$ cat src/sv/slmrb_pkg.sv
//------------------------------------------------------------------------------
// slmrb_pkg: shared types and constants for the strided layout basis block
// Holds widths, result kind codes and the controller/datapath command struct.
//------------------------------------------------------------------------------
`default_nettype none
package slmrb_pkg;
    localparam int DEF_MAX_DIMS = 8;
    localparam int SIZE_W   = 16;
    localparam int STRIDE_W = 32;
    localparam int PROD_W   = 48;
    localparam int POS_W    = 5;
    localparam int KIND_W   = 2;

    localparam logic [KIND_W-1:0] KIND_BASIS = 2'd0;
    localparam logic [KIND_W-1:0] KIND_DIM   = 2'd1;
    localparam logic [KIND_W-1:0] KIND_FAIL  = 2'd2;

    // commands from controller to datapath
    typedef struct packed {
        logic load;        // store incoming dimension
        logic sort_step;   // one insertion-sort compare/move
        logic walk_start;  // begin walking sorted dims
        logic div_start;   // start a stride / product division
        logic div_step;    // one division bit
        logic walk_commit; // commit basis entries of current dim
        logic clear;       // return layout state to reset values
    } slmrb_cmd_t;

    // status from datapath to controller
    typedef struct packed {
        logic full;        // MAX_DIMS dims already held
        logic overflow;
        logic sort_done;
        logic div_done;
        logic div_fail;    // product zero or remainder nonzero
        logic walk_done;
    } slmrb_sts_t;
endpackage
`default_nettype wire

$ cat src/sv/slmrb_datapath.sv
//------------------------------------------------------------------------------
// slmrb_datapath: dimension store, insertion sort, serial divider and basis
// Executes controller commands; exposes basis and positions for readout.
//------------------------------------------------------------------------------
`default_nettype none
module slmrb_datapath
    import slmrb_pkg::*;
#(
    parameter int MAX_DIMS = DEF_MAX_DIMS,
    parameter int DIM_W    = $clog2(MAX_DIMS + 1),
    parameter int IDX_W    = (MAX_DIMS > 1) ? $clog2(MAX_DIMS) : 1,
    parameter int BAS_W    = $clog2(2 * MAX_DIMS + 1),
    parameter int BIDX_W   = $clog2(2 * MAX_DIMS)
)
(
    input  wire logic                clk,
    input  wire logic                rst_n,
    input  wire slmrb_cmd_t          cmd,
    output slmrb_sts_t               sts,
    input  wire logic [SIZE_W-1:0]   dim_size,
    input  wire logic [STRIDE_W-1:0] dim_stride,
    input  wire logic [BIDX_W-1:0]   rd_basis_idx,
    output logic [STRIDE_W-1:0]      rd_basis,
    input  wire logic [IDX_W-1:0]    rd_dim_idx,
    output logic [BAS_W-1:0]         rd_dim_pos,
    output logic [BAS_W-1:0]         basis_len,
    output logic [DIM_W-1:0]         dim_count
);
    localparam int DIV_CNT_W = $clog2(STRIDE_W + 1);

    logic [SIZE_W-1:0]   size_mem   [MAX_DIMS];
    logic [STRIDE_W-1:0] stride_mem [MAX_DIMS];
    logic [IDX_W-1:0]    order_reg  [MAX_DIMS];
    logic [BAS_W-1:0]    posd_reg   [MAX_DIMS];
    logic [STRIDE_W-1:0] basis_mem  [2*MAX_DIMS];

    logic [DIM_W-1:0]    cnt_reg;
    logic                ovf_reg;
    logic [BAS_W-1:0]    len_reg;
    logic [PROD_W-1:0]   prod_reg;
    // insertion sort: i_reg outer, j_reg inner position
    logic [DIM_W-1:0]    i_reg;
    logic [DIM_W-1:0]    j_reg;
    logic                sdone_reg;
    // walk index
    logic [DIM_W-1:0]    w_reg;
    // serial restoring divider
    logic [STRIDE_W-1:0] quo_reg;
    logic [PROD_W:0]     rem_reg;
    logic [STRIDE_W-1:0] dvd_reg;
    logic [DIV_CNT_W-1:0] dcnt_reg;

    logic [IDX_W-1:0]    a_d, b_d, cur_d;
    logic                ahead;
    logic [STRIDE_W-1:0] eff_stride;
    logic [SIZE_W-1:0]   eff_size;
    logic [PROD_W:0]     rem_sh;
    logic                need_gap;
    logic [STRIDE_W+SIZE_W-1:0] fin_prod;

    // element being inserted is kept at order slot j; compare to slot j-1
    assign a_d = order_reg[j_reg[IDX_W-1:0]];
    assign b_d = order_reg[IDX_W'(j_reg - DIM_W'(1))];
    always_comb
    begin
        if (stride_mem[a_d] != stride_mem[b_d])
            ahead = stride_mem[a_d] < stride_mem[b_d];
        else if (size_mem[a_d] != size_mem[b_d])
            ahead = size_mem[a_d] < size_mem[b_d];
        else
            ahead = a_d < b_d;
    end

    assign cur_d      = order_reg[w_reg[IDX_W-1:0]];
    assign eff_stride = (stride_mem[cur_d] == '0) ? STRIDE_W'(1) : stride_mem[cur_d];
    assign eff_size   = (stride_mem[cur_d] == '0) ? SIZE_W'(1) : size_mem[cur_d];
    assign rem_sh     = {rem_reg[PROD_W-1:0], dvd_reg[STRIDE_W-1]};
    assign need_gap   = {16'd0, eff_stride} != prod_reg;
    // a committed dim divides evenly, so product times gap is the stride itself
    assign fin_prod   = eff_stride * eff_size;

    assign sts.full      = cnt_reg == DIM_W'(MAX_DIMS);
    assign sts.overflow  = ovf_reg;
    assign sts.sort_done = sdone_reg;
    assign sts.div_done  = dcnt_reg == '0;
    assign sts.div_fail  = (prod_reg == '0) || (rem_reg != '0);
    assign sts.walk_done = w_reg == cnt_reg;

    assign basis_len = len_reg;
    assign dim_count = cnt_reg;
    assign rd_basis   = basis_mem[rd_basis_idx];
    assign rd_dim_pos = len_reg - posd_reg[rd_dim_idx];

    always_ff @(posedge clk or negedge rst_n)
    begin
        if (!rst_n)
        begin
            cnt_reg   <= '0;
            ovf_reg   <= 1'b0;
            prod_reg  <= PROD_W'(1);
            len_reg   <= '0;
            i_reg     <= '0;
            j_reg     <= '0;
            sdone_reg <= 1'b0;
            w_reg     <= '0;
            dcnt_reg  <= '0;
        end
        else
        begin
            if (cmd.load)
            begin
                if (sts.full)
                    ovf_reg <= 1'b1;
                else
                begin
                    cnt_reg <= cnt_reg + DIM_W'(1);
                    // a freshly loaded dim starts sorting at its own slot
                end
                i_reg     <= '0;
                j_reg     <= '0;
                sdone_reg <= 1'b0;
            end
            if (cmd.sort_step)
            begin
                if (i_reg == cnt_reg)
                    sdone_reg <= 1'b1;
                else if (j_reg != '0 && ahead)
                    j_reg <= j_reg - DIM_W'(1);
                else
                begin
                    i_reg <= i_reg + DIM_W'(1);
                    j_reg <= i_reg + DIM_W'(1);
                end
            end
            if (cmd.walk_start)
            begin
                w_reg    <= '0;
                len_reg  <= '0;
                prod_reg <= PROD_W'(1);
            end
            if (cmd.div_start)
            begin
                dvd_reg  <= eff_stride;
                rem_reg  <= '0;
                quo_reg  <= '0;
                dcnt_reg <= DIV_CNT_W'(STRIDE_W);
            end
            if (cmd.div_step)
            begin
                dvd_reg  <= {dvd_reg[STRIDE_W-2:0], 1'b0};
                dcnt_reg <= dcnt_reg - DIV_CNT_W'(1);
                if (rem_sh >= {1'b0, prod_reg})
                begin
                    rem_reg <= rem_sh - {1'b0, prod_reg};
                    quo_reg <= {quo_reg[STRIDE_W-2:0], 1'b1};
                end
                else
                begin
                    rem_reg <= rem_sh;
                    quo_reg <= {quo_reg[STRIDE_W-2:0], 1'b0};
                end
            end
            if (cmd.walk_commit)
            begin
                len_reg  <= len_reg + (need_gap ? BAS_W'(2) : BAS_W'(1));
                prod_reg <= fin_prod[PROD_W-1:0];
                w_reg    <= w_reg + DIM_W'(1);
            end
            if (cmd.clear)
            begin
                cnt_reg  <= '0;
                ovf_reg  <= 1'b0;
                prod_reg <= PROD_W'(1);
            end
        end
    end

    always_ff @(posedge clk)
    begin
        if (cmd.load && !sts.full)
        begin
            size_mem[cnt_reg[IDX_W-1:0]]   <= dim_size;
            stride_mem[cnt_reg[IDX_W-1:0]] <= dim_stride;
        end
        if (cmd.sort_step && i_reg != cnt_reg)
        begin
            if (j_reg != '0 && ahead)
            begin
                // swap inserted dim one slot down
                order_reg[j_reg[IDX_W-1:0]]              <= b_d;
                order_reg[IDX_W'(j_reg - DIM_W'(1))]     <= a_d;
            end
            else if (i_reg + DIM_W'(1) < cnt_reg)
                order_reg[IDX_W'(i_reg + DIM_W'(1))] <= IDX_W'(i_reg + DIM_W'(1));
        end
        if (cmd.load)
            order_reg[0] <= '0;
        if (cmd.walk_commit)
        begin
            if (need_gap)
            begin
                basis_mem[len_reg[BIDX_W-1:0]]              <= quo_reg;
                basis_mem[BIDX_W'(len_reg + BAS_W'(1))]     <= 32'(eff_size);
                posd_reg[cur_d] <= len_reg + BAS_W'(1);
            end
            else
            begin
                basis_mem[len_reg[BIDX_W-1:0]] <= 32'(eff_size);
                posd_reg[cur_d] <= len_reg;
            end
        end
    end
endmodule
`default_nettype wire

$ cat src/sv/slmrb_ctrl.sv
//------------------------------------------------------------------------------
// slmrb_ctrl: sequencer for load, sort, divide/walk and result readout
// Drives datapath commands and the output register.
//------------------------------------------------------------------------------
`default_nettype none
module slmrb_ctrl
    import slmrb_pkg::*;
#(
    parameter int MAX_DIMS = DEF_MAX_DIMS,
    parameter int DIM_W    = $clog2(MAX_DIMS + 1),
    parameter int IDX_W    = (MAX_DIMS > 1) ? $clog2(MAX_DIMS) : 1,
    parameter int BAS_W    = $clog2(2 * MAX_DIMS + 1),
    parameter int BIDX_W   = $clog2(2 * MAX_DIMS)
)
(
    input  wire logic                clk,
    input  wire logic                rst_n,
    input  wire logic                in_valid,
    output logic                     in_stall,
    input  wire logic                last_dim,
    output logic                     out_valid,
    input  wire logic                out_stall,
    output logic [KIND_W-1:0]        result_kind,
    output logic [POS_W-1:0]         position,
    output logic [STRIDE_W-1:0]      value,
    output logic                     last,
    output slmrb_cmd_t               cmd,
    input  wire slmrb_sts_t          sts,
    output logic [BIDX_W-1:0]        rd_basis_idx,
    input  wire logic [STRIDE_W-1:0] rd_basis,
    output logic [IDX_W-1:0]         rd_dim_idx,
    input  wire logic [BAS_W-1:0]    rd_dim_pos,
    input  wire logic [BAS_W-1:0]    basis_len,
    input  wire logic [DIM_W-1:0]    dim_count
);
    localparam logic [2:0] ST_LOAD = 3'd0;
    localparam logic [2:0] ST_SORT = 3'd1;
    localparam logic [2:0] ST_DIVS = 3'd2;
    localparam logic [2:0] ST_DIV  = 3'd3;
    localparam logic [2:0] ST_COMM = 3'd4;
    localparam logic [2:0] ST_EMB  = 3'd5;
    localparam logic [2:0] ST_EMD  = 3'd6;
    localparam logic [2:0] ST_FAIL = 3'd7;

    logic [2:0]       state_reg, state_next;
    logic [BAS_W-1:0] k_reg, k_next;
    logic             ov_reg, ov_next;
    logic [KIND_W-1:0] kind_reg, kind_next;
    logic [POS_W-1:0] pos_reg, pos_next;
    logic [STRIDE_W-1:0] val_reg, val_next;
    logic             lst_reg, lst_next;
    logic             slot_free;

    assign slot_free   = !ov_reg || !out_stall;
    assign out_valid   = ov_reg;
    assign result_kind = kind_reg;
    assign position    = pos_reg;
    assign value       = val_reg;
    assign last        = lst_reg;
    assign in_stall    = state_reg != ST_LOAD;
    assign rd_basis_idx = BIDX_W'(basis_len - BAS_W'(1) - k_reg);
    assign rd_dim_idx   = k_reg[IDX_W-1:0];

    always_comb
    begin
        state_next = state_reg;
        k_next     = k_reg;
        ov_next    = ov_reg && out_stall;
        kind_next  = kind_reg;
        pos_next   = pos_reg;
        val_next   = val_reg;
        lst_next   = lst_reg;
        cmd        = '0;
        unique case (state_reg)
            ST_LOAD:
            begin
                if (in_valid)
                begin
                    cmd.load = 1'b1;
                    if (last_dim)
                        state_next = (sts.overflow || sts.full) ? ST_FAIL : ST_SORT;
                end
            end
            ST_SORT:
            begin
                if (sts.sort_done)
                begin
                    cmd.walk_start = 1'b1;
                    state_next = ST_DIVS;
                end
                else
                    cmd.sort_step = 1'b1;
            end
            ST_DIVS:
            begin
                if (sts.walk_done)
                begin
                    k_next = '0;
                    state_next = ST_EMB;
                end
                else
                begin
                    cmd.div_start = 1'b1;
                    state_next = ST_DIV;
                end
            end
            ST_DIV:
            begin
                if (sts.div_done)
                    state_next = sts.div_fail ? ST_FAIL : ST_COMM;
                else
                    cmd.div_step = 1'b1;
            end
            ST_COMM:
            begin
                cmd.walk_commit = 1'b1;
                state_next = ST_DIVS;
            end
            ST_EMB:
            begin
                if (slot_free)
                begin
                    ov_next   = 1'b1;
                    kind_next = KIND_BASIS;
                    pos_next  = POS_W'(k_reg);
                    val_next  = rd_basis;
                    lst_next  = 1'b0;
                    if (k_reg + BAS_W'(1) == basis_len)
                    begin
                        k_next = '0;
                        state_next = ST_EMD;
                    end
                    else
                        k_next = k_reg + BAS_W'(1);
                end
            end
            ST_EMD:
            begin
                if (slot_free)
                begin
                    ov_next   = 1'b1;
                    kind_next = KIND_DIM;
                    pos_next  = POS_W'(k_reg);
                    val_next  = STRIDE_W'(rd_dim_pos);
                    lst_next  = BAS_W'(dim_count) == k_reg + BAS_W'(1);
                    k_next    = k_reg + BAS_W'(1);
                    if (lst_next)
                    begin
                        cmd.clear  = 1'b1;
                        state_next = ST_LOAD;
                    end
                end
            end
            ST_FAIL:
            begin
                if (slot_free)
                begin
                    ov_next   = 1'b1;
                    kind_next = KIND_FAIL;
                    pos_next  = '0;
                    val_next  = '0;
                    lst_next  = 1'b1;
                    cmd.clear = 1'b1;
                    state_next = ST_LOAD;
                end
            end
            default: state_next = ST_LOAD;
        endcase
    end

    always_ff @(posedge clk or negedge rst_n)
    begin
        if (!rst_n)
        begin
            state_reg <= ST_LOAD;
            k_reg     <= '0;
            ov_reg    <= 1'b0;
        end
        else
        begin
            state_reg <= state_next;
            k_reg     <= k_next;
            ov_reg    <= ov_next;
        end
    end

    always_ff @(posedge clk)
    begin
        kind_reg <= kind_next;
        pos_reg  <= pos_next;
        val_reg  <= val_next;
        lst_reg  <= lst_next;
    end
endmodule
`default_nettype wire

$ cat src/sv/strided_layout_to_mixed_radix_basis.sv
// Dimension beats are stored as they arrive; after the final beat the dims are
//   insertion-sorted, then each passes through the serial stride/product
//   divider and a commit, and then the result beats are emitted.
// Throughput: one dimension beat per cycle while loading; one layout at a time.
// Reset: rst_n is asynchronous, active low; clears the sequencer, dimension
//   count, overflow flag and running product. Stores hold garbage until written.
//------------------------------------------------------------------------------
// strided_layout_to_mixed_radix_basis: strided layout to mixed-radix basis
// Collects dims, sorts them, divides out gaps and emits the reversed basis.
//------------------------------------------------------------------------------
`default_nettype none
module strided_layout_to_mixed_radix_basis
    import slmrb_pkg::*;
#(
    parameter int MAX_DIMS = DEF_MAX_DIMS
)
(
    input  wire logic                clk,
    input  wire logic                rst_n,
    input  wire logic                in_valid,
    output logic                     in_stall,
    input  wire logic [SIZE_W-1:0]   dim_size,
    input  wire logic [STRIDE_W-1:0] dim_stride,
    input  wire logic                last_dim,
    output logic                     out_valid,
    input  wire logic                out_stall,
    output logic [KIND_W-1:0]        result_kind,
    output logic [POS_W-1:0]         position,
    output logic [STRIDE_W-1:0]      value,
    output logic                     last
);
    localparam int DIM_W  = $clog2(MAX_DIMS + 1);
    localparam int IDX_W  = (MAX_DIMS > 1) ? $clog2(MAX_DIMS) : 1;
    localparam int BAS_W  = $clog2(2 * MAX_DIMS + 1);
    localparam int BIDX_W = $clog2(2 * MAX_DIMS);

    slmrb_cmd_t          cmd;
    slmrb_sts_t          sts;
    logic [BIDX_W-1:0]   rd_basis_idx;
    logic [STRIDE_W-1:0] rd_basis;
    logic [IDX_W-1:0]    rd_dim_idx;
    logic [BAS_W-1:0]    rd_dim_pos;
    logic [BAS_W-1:0]    basis_len;
    logic [DIM_W-1:0]    dim_count;

    // sequencer: holds the input while sorting, dividing and emitting
    slmrb_ctrl #(.MAX_DIMS(MAX_DIMS), .DIM_W(DIM_W), .IDX_W(IDX_W),
                 .BAS_W(BAS_W), .BIDX_W(BIDX_W)) u_ctrl
    (
        .clk(clk), .rst_n(rst_n),
        .in_valid(in_valid), .in_stall(in_stall), .last_dim(last_dim),
        .out_valid(out_valid), .out_stall(out_stall),
        .result_kind(result_kind), .position(position), .value(value), .last(last),
        .cmd(cmd), .sts(sts),
        .rd_basis_idx(rd_basis_idx), .rd_basis(rd_basis),
        .rd_dim_idx(rd_dim_idx), .rd_dim_pos(rd_dim_pos),
        .basis_len(basis_len), .dim_count(dim_count)
    );

    // datapath: stores, sorter, divider and basis table
    slmrb_datapath #(.MAX_DIMS(MAX_DIMS), .DIM_W(DIM_W), .IDX_W(IDX_W),
                     .BAS_W(BAS_W), .BIDX_W(BIDX_W)) u_dp
    (
        .clk(clk), .rst_n(rst_n), .cmd(cmd), .sts(sts),
        .dim_size(dim_size), .dim_stride(dim_stride),
        .rd_basis_idx(rd_basis_idx), .rd_basis(rd_basis),
        .rd_dim_idx(rd_dim_idx), .rd_dim_pos(rd_dim_pos),
        .basis_len(basis_len), .dim_count(dim_count)
    );
endmodule
`default_nettype wire

$ cat config.mk
export PLATFORM = sky130hd
export DESIGN_NAME = strided_layout_to_mixed_radix_basis
export DESIGN_NICKNAME = d
export VERILOG_FILES = /design/src/sv/slmrb_pkg.sv /design/src/sv/slmrb_datapath.sv /design/src/sv/slmrb_ctrl.sv /design/src/sv/strided_layout_to_mixed_radix_basis.sv
export SDC_FILE = /design/constraint.sdc
export NUM_CORES = 2
export LEC_CHECK = 0
export BUFFER_PORTS_ARGS = -buffer_cell sky130_fd_sc_hd__buf_2
export CORE_MARGIN = 3
export CORE_UTILIZATION = 55
export CTS_CLUSTER_DIAMETER = 120
export DETAILED_ROUTE_END_ITERATION = 8
export GPL_TIMING_DRIVEN = 0
export PLACE_DENSITY = 0.71
export SLEW_MARGIN = 20
export SYNTH_ARGS = -nofsm -noshare
export SYNTH_HDL_FRONTEND = slang
export SYNTH_SLANG_ARGS = --single-unit
$ cat constraint.sdc
create_clock -name clk -period 14.32 [get_ports clk]
set_clock_uncertainty 0.1 [all_clocks]
set_input_delay 2.148 -clock clk [delete_from_list [all_inputs] [get_ports clk]]
set_output_delay 2.148 -clock clk [all_outputs]
set_load 0.05 [all_outputs]
==> out/qor.yml <==
drt:
  drc_errors: 0
  drt-initial-drc-count: 9953
  wl_met3_um: 39600
  top_layer_used: "met5"
  routed_via_density: 6.73
  avgRoutedWirePerCell_um: 31.3
  drt-total-wl_um: 327000
  wl_met1_um: 113000
  first_pass_iters: 9
  dr_wl_met2_um: 147000
  ant_nets: 0
  vias: 70298
placement:
  placed_area_um2: 84500
  place.gp.congestion: 1.04
  dp_hpwl_um: 244000
  numPortBuffers: 94
grt:
  grt_usage: 0.429
  antenna_found_initial: 19
  grt_pass1_wl_um: 469000
  grt-ovfl-total: 0
  grt_max_degree: 67
  first_global_vias: 68783
timing:
  fin_tns_setup_ns: 0
  worst_pin_slew_ns: 1.37
  rsz0062_at_grt: "false"
  hold-worst-slack_ns: 0.351
  period_share: 0.964
  finalHoldViolCount: 0
  max_slew_margin: 0.0871
  drv_slew: 0
  period_needed_ns: 13.81
  fmax_ghz: 0.0724
  setup_viol: 0
clock_network:
  clockRootBuffer: "clkbuf_16"
  cts_buffers: 134
  cts_hold_buffers: 0
  h-tree-depth: 4
  cts.clk_slew.worst_paths_ns: 0.06
  clk-insertion-delay-late_ns: 0.82
  cts_sinks: 1199
  cts_buffer_depth: 3
  post_cts_resized: 0
  tritoncts: "yes"
  post-cts-setup-buffers: 0
setup_path:
  path_class: "flop to flop"
  slowest_delay_ns: 0.93
  crit_fanout: 10
  crit_path_start_kind: "flop"
  worst_path_most_repeated_cell: "fa_1"
  crit_slowest_cell: "buf_1"
  end_kind: "flop"
  worst_ep_required_time_ns: 14.87
  arrival_ns: 14.36
synthesis:
  synth-seq-cells: 1199
  synthFlopType: "edfxtp_1"
  synth_enable_flop_cells: 857
  async_reset_ff_frac: 0.0717
  ys_types: 90
  ys_seq_area_frac: 0.413
  synth_nets: 8826
  syn_area_per_cell_um2: 9.85
  synth_warnings: 0
  netlist_instances: 8106
  syn_area_um2: 79800
die:
  coreArea_um2: 144000
  fp.dieW_um: 387
  ioPinCount: 95
  num_rows: 139
  die_area_um2: 150000
  die_height_um: 387
  initial_utilization: 0.555
run_status:
  status: "finished clean"
final_layout:
  final_cell_mix: "nand2_1, edfxtp_1, nand3_1, inv_1, clkbuf_1"
  drive_gt1_frac: 0.101
  syn_to_final_growth_pct: 11.5
  top_register: "u_dp.basis_mem"
  postLayoutCellArea_um2: 89000
  largest_reg_flops: 512
  layout_commonest_cell: "nand2_1"
  num-nets-final: 9130
job:
  maxCapViolCount: 0
min_path:
  hp-class: "flop to flop"
-- through the flow --
step | cells | setup slack, ns | util
6_report | 10444 | 0.510 | 0.619
5_1_grt | 10429 | 0.228 | 0.619
4_1_cts | 10424 | 0.899 | 0.619
3_5_place_dp | 10176 | 0.938 | 0.587
3_3_place_gp | 10103 | -3.11 | 0.575
2_1_floorplan | 8106 | 3.21 | -
-- synth_stat cells (11+ instances only) --
| library cell | instances | area (um2) |
|---|---|---|
| buf_6 | 23 | 259 |
| buf_2 | 79 | 395 |
| clkbuf_1 | 435 | 1630 |
| edfxtp_1 | 857 | 25700 |
| a211oi_1 | 64 | 480 |
| a31oi_1 | 77 | 482 |
| a22o_1 | 135 | 1180 |
| nand4_1 | 54 | 338 |
| nor4_1 | 36 | 225 |
| and2_1 | 56 | 350 |
| buf_4 | 19 | 143 |
| ha_1 | 245 | 3070 |
| a21o_1 | 95 | 713 |
| o31ai_1 | 11 | 82.6 |
| nand2_2 | 11 | 68.8 |
| a221o_1 | 28 | 280 |
| o21ai_0 | 201 | 1010 |
| o22ai_1 | 123 | 769 |
| xor2_1 | 53 | 464 |
| nand3_1 | 654 | 3270 |
| o21a_1 | 21 | 158 |
| nor2_1 | 385 | 1450 |
| a21oi_1 | 359 | 1800 |
| a311oi_1 | 66 | 578 |
| or2_2 | 41 | 257 |
| nand2_1 | 1643 | 6170 |
| buf_1 | 74 | 278 |
| and3_1 | 88 | 551 |
| fa_1 | 422 | 8450 |
| a32o_1 | 102 | 1020 |
| xnor2_1 | 94 | 823 |
| inv_1 | 545 | 2050 |
| mux2i_1 | 199 | 1990 |
| mux4_2 | 152 | 3420 |
| nor2b_1 | 50 | 313 |
| nand2b_1 | 42 | 263 |
| a221oi_1 | 25 | 219 |
| dfrtp_1 | 85 | 2130 |
| dfxtp_1 | 256 | 5120 |
| nor3_1 | 39 | 195 |
| o21bai_1 | 16 | 120 |
-- per-layer routing --
layer,global-route usage,up-vias
li1,-,29228
met1,0.516,34168
met2,0.672,5425
met3,0.118,1467
met4,0.296,10
met5,0,-
-- critical path: cells and delay by family, from the launching register on --
family	cells	cell delay (ns)
buffers and inverters	12	4.04
adders and majority gates	7	3.34
AOI/OAI and AO/OA	10	2.15
and+or+nand+nor	7	2.04
muxes	3	1.28
DFF	1	0.38
xor gates and xnor gates	1	0.25
-- kinds of logic after synthesis --
| kind of cell | after synthesis | share of synthesized area |
|---|---|---|
| mux | 364 | 0.0704 |
| compound gates | 1405 | 0.122 |
| buf+inv | 1185 | 0.0608 |
| simple gates | 3138 | 0.172 |
| xor+xnor | 148 | 0.0165 |
| fa+ha+maj | 667 | 0.144 |
| flops | 1199 | 0.413 |
-- final cells by class --
cell class / instances / area, um2
flip-flops and latches: 1199 / 33000
clock buffers: 174 / 3610
clock inverters: 74 / 876
well taps: 1903 / 2380
multi-input cells: 5722 / 42500
diodes: 19 / 47.5
repair buffers: 168 / 1670
inverters: 550 / 2060
fillers: 11777 / 54800
plain buffers: 635 / 2830
-- final timing paths --
check	cells after the start	startpoint	slack, ns	endpoint
min reg2reg	2	u_dp.basis_mem[14][30]$_SDFFE_PP0P_	0.35	u_dp.basis_mem[14][30]$_SDFFE_PP0P_
min in group asynchronous	1	rst_n	1.10	u_dp.i_reg[2]$_DFF_PN0_
max reg2reg	40	u_dp.w_reg[0]$_DFFE_PN0P_	0.51	u_dp.prod_reg[44]$_DFFE_PN0P_
max in group asynchronous	2	rst_n	12.32	u_dp.prod_reg[17]$_DFFE_PN0P_
max	40	u_dp.w_reg[0]$_DFFE_PN0P_	0.51	u_dp.prod_reg[44]$_DFFE_PN0P_
min	2	u_dp.basis_mem[14][30]$_SDFFE_PP0P_	0.35	u_dp.basis_mem[14][30]$_SDFFE_PP0P_
Power is left out: the tool's default activity adds up to more than one toggle a clock period on the data nets, which glitch-free logic cannot reach.
